===== src/sv/ttce_pkg.sv =====
// shared types and constants of the terminal text cursor engine
package ttce_pkg;

    localparam int unsigned BYTE_W = 8;
    localparam int unsigned CFG_INDEX_W = 8;

    typedef logic [BYTE_W-1:0] byte_t;

    localparam byte_t CH_NUL       = 8'd0;
    localparam byte_t CH_BACKSPACE = 8'd8;
    localparam byte_t CH_LINEFEED  = 8'd10;
    localparam byte_t CH_FORMFEED  = 8'd12;
    localparam byte_t CH_RETURN    = 8'd13;
    localparam byte_t CH_IGNORE_HI = 8'd255;

    localparam logic [CFG_INDEX_W-1:0] REG_SCREEN_ROWS = 8'd0;
    localparam logic [CFG_INDEX_W-1:0] REG_SCREEN_COLS = 8'd1;

    localparam byte_t SCREEN_ROWS_RESET = 8'd25;
    localparam byte_t SCREEN_COLS_RESET = 8'd80;

    typedef struct packed {
        logic  write_cell;
        byte_t cell_char;
        byte_t cell_row;
        byte_t cell_col;
        logic  scroll_up;
        logic  clear_screen;
        byte_t new_cursor_row;
        byte_t new_cursor_col;
    } result_t;

    typedef struct packed {
        logic  emit;
        byte_t cursor_row;
        byte_t cursor_col;
    } step_t;

endpackage


===== src/sv/ttce_cursor_logic.sv =====
// next-cursor and cell-write decode for one received byte
module ttce_cursor_logic (
    input  ttce_pkg::byte_t   rx_byte,
    input  ttce_pkg::byte_t   cursor_row,
    input  ttce_pkg::byte_t   cursor_col,
    input  ttce_pkg::byte_t   screen_rows,
    input  ttce_pkg::byte_t   screen_cols,
    output ttce_pkg::step_t   step,
    output ttce_pkg::result_t result
);
    import ttce_pkg::*;

    byte_t last_row;
    byte_t last_col;
    byte_t row_sat;
    byte_t col_sat;
    byte_t row;
    byte_t col;

    assign last_row = (screen_rows == 8'd0) ? 8'd0 : screen_rows - 8'd1;
    assign last_col = (screen_cols == 8'd0) ? 8'd0 : screen_cols - 8'd1;
    assign row_sat  = (cursor_row > last_row) ? last_row : cursor_row;
    assign col_sat  = (cursor_col > last_col) ? last_col : cursor_col;

    always_comb
    begin
        row    = row_sat;
        col    = col_sat;
        result = '0;
        priority if (rx_byte == CH_FORMFEED)
        begin
            result.clear_screen = 1'b1;
            row = 8'd0;
            col = 8'd0;
        end
        else if (rx_byte == CH_BACKSPACE)
        begin
            if (col_sat != 8'd0)
                col = col_sat - 8'd1;
        end
        else if (rx_byte == CH_RETURN)
        begin
            col = 8'd0;
        end
        else if (rx_byte == CH_LINEFEED)
        begin
            if (row_sat == last_row)
                result.scroll_up = 1'b1;
            else
                row = row_sat + 8'd1;
        end
        else
        begin
            result.write_cell = 1'b1;
            result.cell_char  = rx_byte;
            result.cell_row   = row_sat;
            result.cell_col   = col_sat;
            if (col_sat == last_col)
            begin
                col = 8'd0;
                if (row_sat == last_row)
                    result.scroll_up = 1'b1;
                else
                    row = row_sat + 8'd1;
            end
            else
            begin
                col = col_sat + 8'd1;
            end
        end
        result.new_cursor_row = row;
        result.new_cursor_col = col;
    end

    // ignored bytes still keep the saturated cursor
    assign step.emit       = (rx_byte != CH_NUL) && (rx_byte != CH_IGNORE_HI);
    assign step.cursor_row = step.emit ? row : row_sat;
    assign step.cursor_col = step.emit ? col : col_sat;

endmodule


===== src/sv/terminal_text_cursor_engine.sv =====
// top level of the terminal text cursor engine
// a result is registered and valid in the cycle after its byte is accepted
// throughput: one byte per cycle while in_stall is low, set by the cursor register feedback loop
// a waiting result in the output register blocks input only while out_stall is high
// reset (rst_n low, asynchronous) homes the cursor, loads 25 rows by 80 columns
// and empties the output register
module terminal_text_cursor_engine (
    input  logic                                clk,
    input  logic                                rst_n,
    input  logic                                in_valid,
    output logic                                in_stall,
    input  ttce_pkg::byte_t                     rx_byte,
    output logic                                out_valid,
    input  logic                                out_stall,
    output logic                                write_cell,
    output ttce_pkg::byte_t                     cell_char,
    output ttce_pkg::byte_t                     cell_row,
    output ttce_pkg::byte_t                     cell_col,
    output logic                                scroll_up,
    output logic                                clear_screen,
    output ttce_pkg::byte_t                     new_cursor_row,
    output ttce_pkg::byte_t                     new_cursor_col,
    input  logic                                cfg_valid,
    output logic                                cfg_ready,
    input  logic [ttce_pkg::CFG_INDEX_W-1:0]    cfg_index,
    input  ttce_pkg::byte_t                     cfg_data
);
    import ttce_pkg::*;

    byte_t   screen_rows_reg;
    byte_t   screen_cols_reg;
    byte_t   cursor_row_reg;
    byte_t   cursor_col_reg;
    logic    out_valid_reg;
    logic    out_valid_next;
    result_t result_reg;
    result_t result_next;
    step_t   step;
    logic    in_xfer;

    assign cfg_ready = 1'b1;
    assign in_stall  = out_valid_reg && out_stall;
    assign in_xfer   = in_valid && !in_stall;

    ttce_cursor_logic u_cursor_logic (
        .rx_byte     (rx_byte),
        .cursor_row  (cursor_row_reg),
        .cursor_col  (cursor_col_reg),
        .screen_rows (screen_rows_reg),
        .screen_cols (screen_cols_reg),
        .step        (step),
        .result      (result_next)
    );

    always_comb
    begin
        out_valid_next = out_valid_reg && out_stall;
        if (in_xfer)
            out_valid_next = step.emit;
    end

    always_ff @(posedge clk or negedge rst_n)
    begin
        if (!rst_n)
        begin
            screen_rows_reg <= SCREEN_ROWS_RESET;
            screen_cols_reg <= SCREEN_COLS_RESET;
            cursor_row_reg  <= 8'd0;
            cursor_col_reg  <= 8'd0;
            out_valid_reg   <= 1'b0;
        end
        else
        begin
            if (cfg_valid && cfg_ready)
            begin
                if (cfg_index == REG_SCREEN_ROWS)
                    screen_rows_reg <= cfg_data;
                else if (cfg_index == REG_SCREEN_COLS)
                    screen_cols_reg <= cfg_data;
            end
            if (in_xfer)
            begin
                cursor_row_reg <= step.cursor_row;
                cursor_col_reg <= step.cursor_col;
            end
            out_valid_reg <= out_valid_next;
        end
    end

    always_ff @(posedge clk)
    begin
        if (in_xfer && step.emit)
            result_reg <= result_next;
    end

    assign out_valid      = out_valid_reg;
    assign write_cell     = result_reg.write_cell;
    assign cell_char      = result_reg.cell_char;
    assign cell_row       = result_reg.cell_row;
    assign cell_col       = result_reg.cell_col;
    assign scroll_up      = result_reg.scroll_up;
    assign clear_screen   = result_reg.clear_screen;
    assign new_cursor_row = result_reg.new_cursor_row;
    assign new_cursor_col = result_reg.new_cursor_col;

endmodule


===== config.mk =====
export PLATFORM = sky130hd
export DESIGN_NAME = terminal_text_cursor_engine
export DESIGN_NICKNAME = d
export VERILOG_FILES = /design/src/sv/ttce_pkg.sv /design/src/sv/ttce_cursor_logic.sv /design/src/sv/terminal_text_cursor_engine.sv
export SDC_FILE = /design/constraint.sdc
export NUM_CORES = 1
export LEC_CHECK = 0
export ABC_AREA = 1
export BUFFER_PORTS_ARGS = -buffer_cell sky130_fd_sc_hd__buf_4
export CAP_MARGIN = 20
export CORE_ASPECT_RATIO = 1.1
export CORE_MARGIN = 1
export CORE_UTILIZATION = 60
export CTS_BUF_LIST = sky130_fd_sc_hd__clkbuf_4 sky130_fd_sc_hd__clkbuf_8
export CTS_CLUSTER_DIAMETER = 60
export DETAILED_ROUTE_END_ITERATION = 16
export PLACE_DENSITY = 0.83
export REMOVE_ABC_BUFFERS = 1
export SLEW_MARGIN = 10
export SYNTH_ARGS = -nofsm -noshare
export SYNTH_HDL_FRONTEND = slang
export SYNTH_SLANG_ARGS = --single-unit
export TNS_END_PERCENT = 20

===== constraint.sdc =====
create_clock -name clk -period 4.97 [get_ports clk]
set_input_delay 0.2485 -clock clk [delete_from_list [all_inputs] [get_ports clk]]
set_output_delay 0.2485 -clock clk [all_outputs]
set_load 0.01 [all_outputs]

# Word-level counts from Yosys, hierarchy flattened

Cells that the tools add are included.

Bits of input ports: 29
Flip-flop bits (word level): 76
Logic and storage cells: 67
Output and inout bits: 46

Bitwise operators: 1
Equality and inequality tests: 8
Order comparisons: 2
$add $sub $neg: 5
Mux-type cells: 24
Reduce and logical (&&, ||, !) cells: 14

Operators with widths:

| operator                                             | number |
|---|---|
| 2-to-1 mux 8 bit                                     | 18 |
| equality test 8 x 4 -> 1 bit (second input constant) | 4 |
| 2-to-1 mux 25 bit                                    | 1 |
| logical NOT 8 bit                                    | 3 |
| subtractor 8 x 1 -> 8 bit (second input constant)    | 3 |
| adder 8 x 1 -> 8 bit (second input constant)         | 2 |
| equality test 8 bit                                  | 2 |
| greater-than comparator 8 bit                        | 2 |
| nonzero test 8 bit                                   | 2 |
| equality test 8 x 1 -> 1 bit (second input constant) | 1 |
| != test 8 bit (second input constant)                | 1 |
| 2-to-1 mux 1 bit                                     | 5 |
| logical AND 1 bit                                    | 4 |
| OR reduction 4 bit                                   | 1 |
| AND reduction 3 bit                                  | 1 |
| OR reduction 3 bit                                   | 1 |
| AND reduction 2 bit                                  | 1 |
| logical NOT 1 bit                                    | 1 |
| inverter 1 bit                                       | 1 |

# Logic depth before layout (Yosys ltp)

Word-level depth: 12
Depth in mapped cells: 34
Gate-level depth less buffers: 32

# By module

A second synthesis with hierarchy kept.

Cells, all modules: 757
Area, all modules: 5651.7 sq um

By module, submodules not included:

| module                      | cells each | area an instance (sq um) | times used | sequential area each (sq um) |
|---|---|---|---|---|
| ttce_cursor_logic           | 551        | 2896.5                   | 1          | 0.0 |
| terminal_text_cursor_engine | 206        | 2755.1                   | 1          | 2123.3 |

# Worst setup path before layout

No wires, ideal clock.

Kind: register to register
Start point: reg out_valid_reg, in the netlist out_valid
End point: reg result_reg (netlist bit cell_char[0]), enable pin
Required time: 4.526 ns
Buffers on the path: 1
Arrival time: 3.113 ns
Slack: 1.413 ns
Library setup time: 0.444 ns
Cell stages (with the launch flop): 7
Clock period less this slack: 3.557 ns
Path through: dfrtp_1 -> nand2_1 -> inv_1 -> nor2_1 -> clkinv_1 -> clkbuf_1 -> nor2_1

Longest elaborated chain between the ends: 4

RTL lines:

| item                   | line                              | RTL |
|---|---|---|
| start, declared        | terminal_text_cursor_engine.sv:34 | `logic out_valid_reg;` |
| start signal, assigned | terminal_text_cursor_engine.sv:86 | `out_valid_reg <= out_valid_next;` |
| logical AND 1 bit      | terminal_text_cursor_engine.sv:42 | `assign in_stall = out_valid_reg && out_stall;` |
| named net in_stall     | terminal_text_cursor_engine.sv:11 | `output logic in_stall,` |
| logical NOT 1 bit      | terminal_text_cursor_engine.sv:43 | `assign in_xfer = in_valid && !in_stall;` |
| logical AND 1 bit      | terminal_text_cursor_engine.sv:43 |  |
| logical AND 1 bit      | terminal_text_cursor_engine.sv:92 | `if (in_xfer && step.emit)` |
| end signal, assigned   | terminal_text_cursor_engine.sv:93 | `result_reg <= result_next;` |
| end, declared          | terminal_text_cursor_engine.sv:36 | `result_t result_reg;` |

The timed path passes the listed nets, and every way through them passes these cells.
A chain may end at the register's enable or synchronous reset.

# Worst setup path after layout

Start point: reg screen_rows_reg[0]
End point: reg cursor_row_reg[3]

Longest elaborated chain between the ends: 12
Elaborated cells on any way between the ends: 14
Classes of those cells: 2 x add/sub; 1 x order compare; 1 x eq/ne; 9 x mux; 1 x reduce/logical

RTL lines:

| item                                                           | line                                             | RTL |
|---|---|---|
| start, declared                                                | terminal_text_cursor_engine.sv:30                | `byte_t screen_rows_reg;` |
| start signal, assigned                                         | terminal_text_cursor_engine.sv:77                | `screen_rows_reg <= cfg_data;` |
| subtractor 8 x 1 -> 8 bit or logical NOT 8 bit (tied branches) | ttce_cursor_logic.sv:20                          | `assign last_row = (screen_rows == 8'd0) ? 8'd0 : screen_rows - 8'd1;` |
| 2-to-1 mux 8 bit *                                             | ttce_cursor_logic.sv:20                          |  |
| greater-than comparator 8 bit                                  | ttce_cursor_logic.sv:22                          | `assign row_sat = (cursor_row > last_row) ? last_row : cursor_row;` |
| 2-to-1 mux 8 bit                                               | ttce_cursor_logic.sv:22                          |  |
| adder 8 x 1 -> 8 bit or equality test 8 bit (tied branches)    | --                                               |  |
| 2-to-1 mux 8 bit                                               | ttce_cursor_logic.sv:47, ttce_cursor_logic.sv:61 |  |
| 2-to-1 mux 8 bit                                               | ttce_cursor_logic.sv:58                          | `if (col_sat == last_col)` |
| 2-to-1 mux 8 bit                                               | ttce_cursor_logic.sv:45                          | `else if (rx_byte == CH_LINEFEED)` |
| 2-to-1 mux 8 bit                                               | ttce_cursor_logic.sv:41                          | `else if (rx_byte == CH_RETURN)` |
| 2-to-1 mux 8 bit                                               | ttce_cursor_logic.sv:36                          | `else if (rx_byte == CH_BACKSPACE)` |
| 2-to-1 mux 8 bit                                               | ttce_cursor_logic.sv:30                          | `priority if (rx_byte == CH_FORMFEED)` |
| 2-to-1 mux 8 bit *                                             | ttce_cursor_logic.sv:77                          | `assign step.cursor_row = step.emit ? row : row_sat;` |
| end signal, assigned                                           | terminal_text_cursor_engine.sv:83                | `cursor_row_reg <= step.cursor_row;` |
| end, declared                                                  | terminal_text_cursor_engine.sv:32                | `byte_t cursor_row_reg;` |

Mark *: on every way between the ends. The rest lies on a longest branch, timed or not.

==> flow_summary.yaml <==
min_path:
  min_path_type: "in2reg"
  worstHoldPathCells: 1
cells_and_area:
  regArea_sq_um: 2123
  antenna_cells: 0
  fillCellCount: 654
  layout-drive-gt1-share: 0.2318
  syn_to_final_growth_pct: 15.92
  layout.nets: 831
  final_common_cell: "nand2_1"
  layout_common_cells: "nand2_1, inv_1, buf_4, nor2_1, nand3_1"
  multi_input_area_sq_um: 2600
  fin_cells: 896
  post-route-cell-area_sq_um: 6150
timing:
  fmax_mhz: 259.0
  fin_crit_ns: 3.862
  worstMarginPinSlew_ns: 0.7140
  setup_viol: 0
  fin_setup_tns_ns: 0
  slew_violations: 0
  worst_slack_ns: 1.108
  hold_viol: 0
  finClkSkew_ns: 0.01412
  timing.final.crit_share: 0.7770
  relSlewSlack: 0.5229
  grt_setup_unrepaired: "false"
die:
  die_w_microns: 91.66
  placement_rows: 35
  core_sq_um: 8496
  fp.dieH_microns: 100.6
  die_area_sq_um: 9222
  ios: 75
  initial_core_util: 0.6244
synthesis:
  synth-compound-area-share: 0.09505
  ys.flop_type: "edfxtp_1"
  synth_seq_cells: 76
  yosys.area.top_type: "edfxtp_1"
  yosys-top-cells-area: "edfxtp_1, nand2_1, dfrtp_1, inv_1, ha_1"
  synth_mux_area_frac: 0
  synth-async-reset-ratio: 0.4342
  synth_fa_ha_area_frac: 0.05189
  synth.top_cell.area_share: 0.2434
  ys_types: 44
  synth_area_per_cell_sq_um: 7.451
  ys_warn_count: 0
  synth_simple_gate_area_frac: 0.3278
  syn-cell-area_sq_um: 5305
  synth-edff-count: 43
  yosys.area_share.xor_xnor: 0.01321
  yosysSeqAreaShare: 0.4002
  synthCells: 712
  synth_top_family_by_area: "simple AND/OR/NAND/NOR gates"
routing:
  wl_per_cell_microns: 13.37
  ant_nets: 0
  drt-initial-drc-count: 369
  dr.pass1.iters: 8
  drc: 0
  vias_per_cell: 5.394
  wl_microns: 11980
  vias: 4833
outcome:
  status: "completed"
clock_network:
  clock-sinks: 76
  clock-root-buffer: "clkbuf_8"
  path_clk_slew_ns: 0.09
  ctsResizeCount: 0
  clockBufferDepth: 2
  post_cts_buffers: 0
  htree_levels: 3
  clk_latency_ns: 0.36
  numCtsBuffers: 9
  cts_tree: "yes"
global_route:
  grt_use_met3: 0.03394
  top_usage_layer: "met2"
  antenna_found_initial: 0
  gr-usage-met2: 0.4881
  grt_max_degree: 35
  track_usage: 0.2757
  grt_pass1_wl_microns: 20090
  grt_overflow: 0
  met1_usage: 0.3443
  grt_pass1_vias: 4519
critical_path:
  crit_path_max_fanout: 34
  regToRegSetupSlack_ns: 1.11
  rr_worst_depth: 24
  path_class: "reg2reg"
  startpoint_type: "flop"
  crit_arrival_ns: 4.12
  cp.required_ns: 5.23
  end_kind: "flop"
placement:
  io_buffers: 73
  place_area_sq_um: 5909
  hpwl_microns: 8853
  place_ws_ns: 1.189
  gp_congestion: 0.9184
  placedCellCount: 879
run:
  cap_violations: 0
power_and_ir_drop:
  p_per_area_nw_per_um2: 646.4
  power.total_mw: 3.975
  ir_worst_vdd_mv: 0.2857
  p_leak_nw: 3.197
[per-layer routing]
| layer | up-vias | wire (microns) |
|---|---|---|
| met5 | - | 0 |
| met4 | 0 | 233 |
| met3 | 25 | 777 |
| met2 | 237 | 5959 |
| met1 | 2167 | 5005 |
| li1 | 2404 | - |
[Yosys cell counts, types with 2 or more instances]
| library cell | number |
|---|---|
| nand2_1 | 194 |
| inv_1 | 98 |
| nor2_1 | 61 |
| nand3_1 | 53 |
| edfxtp_1 | 43 |
| o21ai_0 | 35 |
| dfrtp_1 | 28 |
| inv_2 | 28 |
| ha_1 | 22 |
| nand4_1 | 14 |
| nor2_2 | 13 |
| clkbuf_1 | 12 |
| nand2_2 | 12 |
| o21ai_1 | 12 |
| a21oi_1 | 9 |
| o21ai_2 | 7 |
| xor2_1 | 7 |
| nor3_1 | 6 |
| dfstp_2 | 5 |
| nand3_2 | 5 |
| nand3b_1 | 5 |
| nor2_4 | 5 |
| buf_6 | 4 |
| nand2_4 | 4 |
| buf_2 | 3 |
| o22ai_1 | 3 |
| a21o_1 | 2 |
| nor4_1 | 2 |
| o21a_1 | 2 |
| o21ai_4 | 2 |
| o21bai_1 | 2 |
| o21bai_2 | 2 |
[final timing paths]
kind | startpoint | to
min reg2reg | screen_cols_reg[1] | screen_cols_reg[1]
max reg2reg | screen_rows_reg[0] | cursor_row_reg[3]
min in group asynchronous | rst_n | screen_cols_reg[7]
max | screen_rows_reg[0] | cursor_row_reg[3]
min | rx_byte[7] | cell_char[7]
max in group asynchronous | rst_n | screen_rows_reg[3]
[worst max-delay path, stage by stage, from the launching register on]
cell     delay (ns)
dfstp_2        0.55
inv_1          0.08
ha_1           0.19
inv_1          0.08
nor2_1         0.05
nand4_1        0.12
nand2_1        0.06
nor2_1         0.20
inv_1          0.10
ha_1           0.28
nand2_1        0.04
nor2_1         0.13
nand4_1        0.11
nand2_2        0.43
nand2_1        0.10
o21ai_1        0.15
nand2_1        0.13
inv_2          0.07
nand2_1        0.08
nor3_1         0.32
nand3_2        0.13
nand3_1        0.14
nand2_1        0.07
nand2_1        0.09
nand2_1        0.06
[where the power goes]
part / internal (mW) / total, mW / switching (mW)
Sequential: 0.921 / 1.03 / 0.105
Clock: 0.292 / 0.556 / 0.264
Combinational: 0.815 / 2.39 / 1.58
[what timing repair did]
item / in CTS / in global routing
endpoints found under the hold margin: 28 / 0
hold buffers: 1 / 0
setup endpoints to repair: 0 / 0
[final cells by class]
type / count / area share
Multi-Input combinational cell: 489 / 0.4228
Sequential cell: 76 / 0.3453
Timing Repair Buffer: 77 / 0.09440
Inverter: 127 / 0.07752
Tap cell: 111 / 0.02258
Clock buffer: 9 / 0.02014
Clock inverter: 7 / 0.01729
[logic make-up after synthesis]
kind of cell / after synthesis
AOI/OAI and AO/OA: 80
buffers and inverters: 147
other: 1
xor gates and xnor gates: 8
adders and majority gates: 22
DFF: 76
and+or+nand+nor: 378
[per-stage QoR]
| stage | utilization | hold WS [ns] |
|---|---|---|
| global route | 0.7239 | 0.06693 |
| global placement | 0.6956 | 0.2266 |
| detailed placement | 0.6956 | 0.2300 |
| finish | 0.7239 | 0.07717 |
| CTS | 0.7239 | 0.07363 |
| floorplan | - | -0.04709 |
No activity file was read; power rests on OpenSTA's default activity.
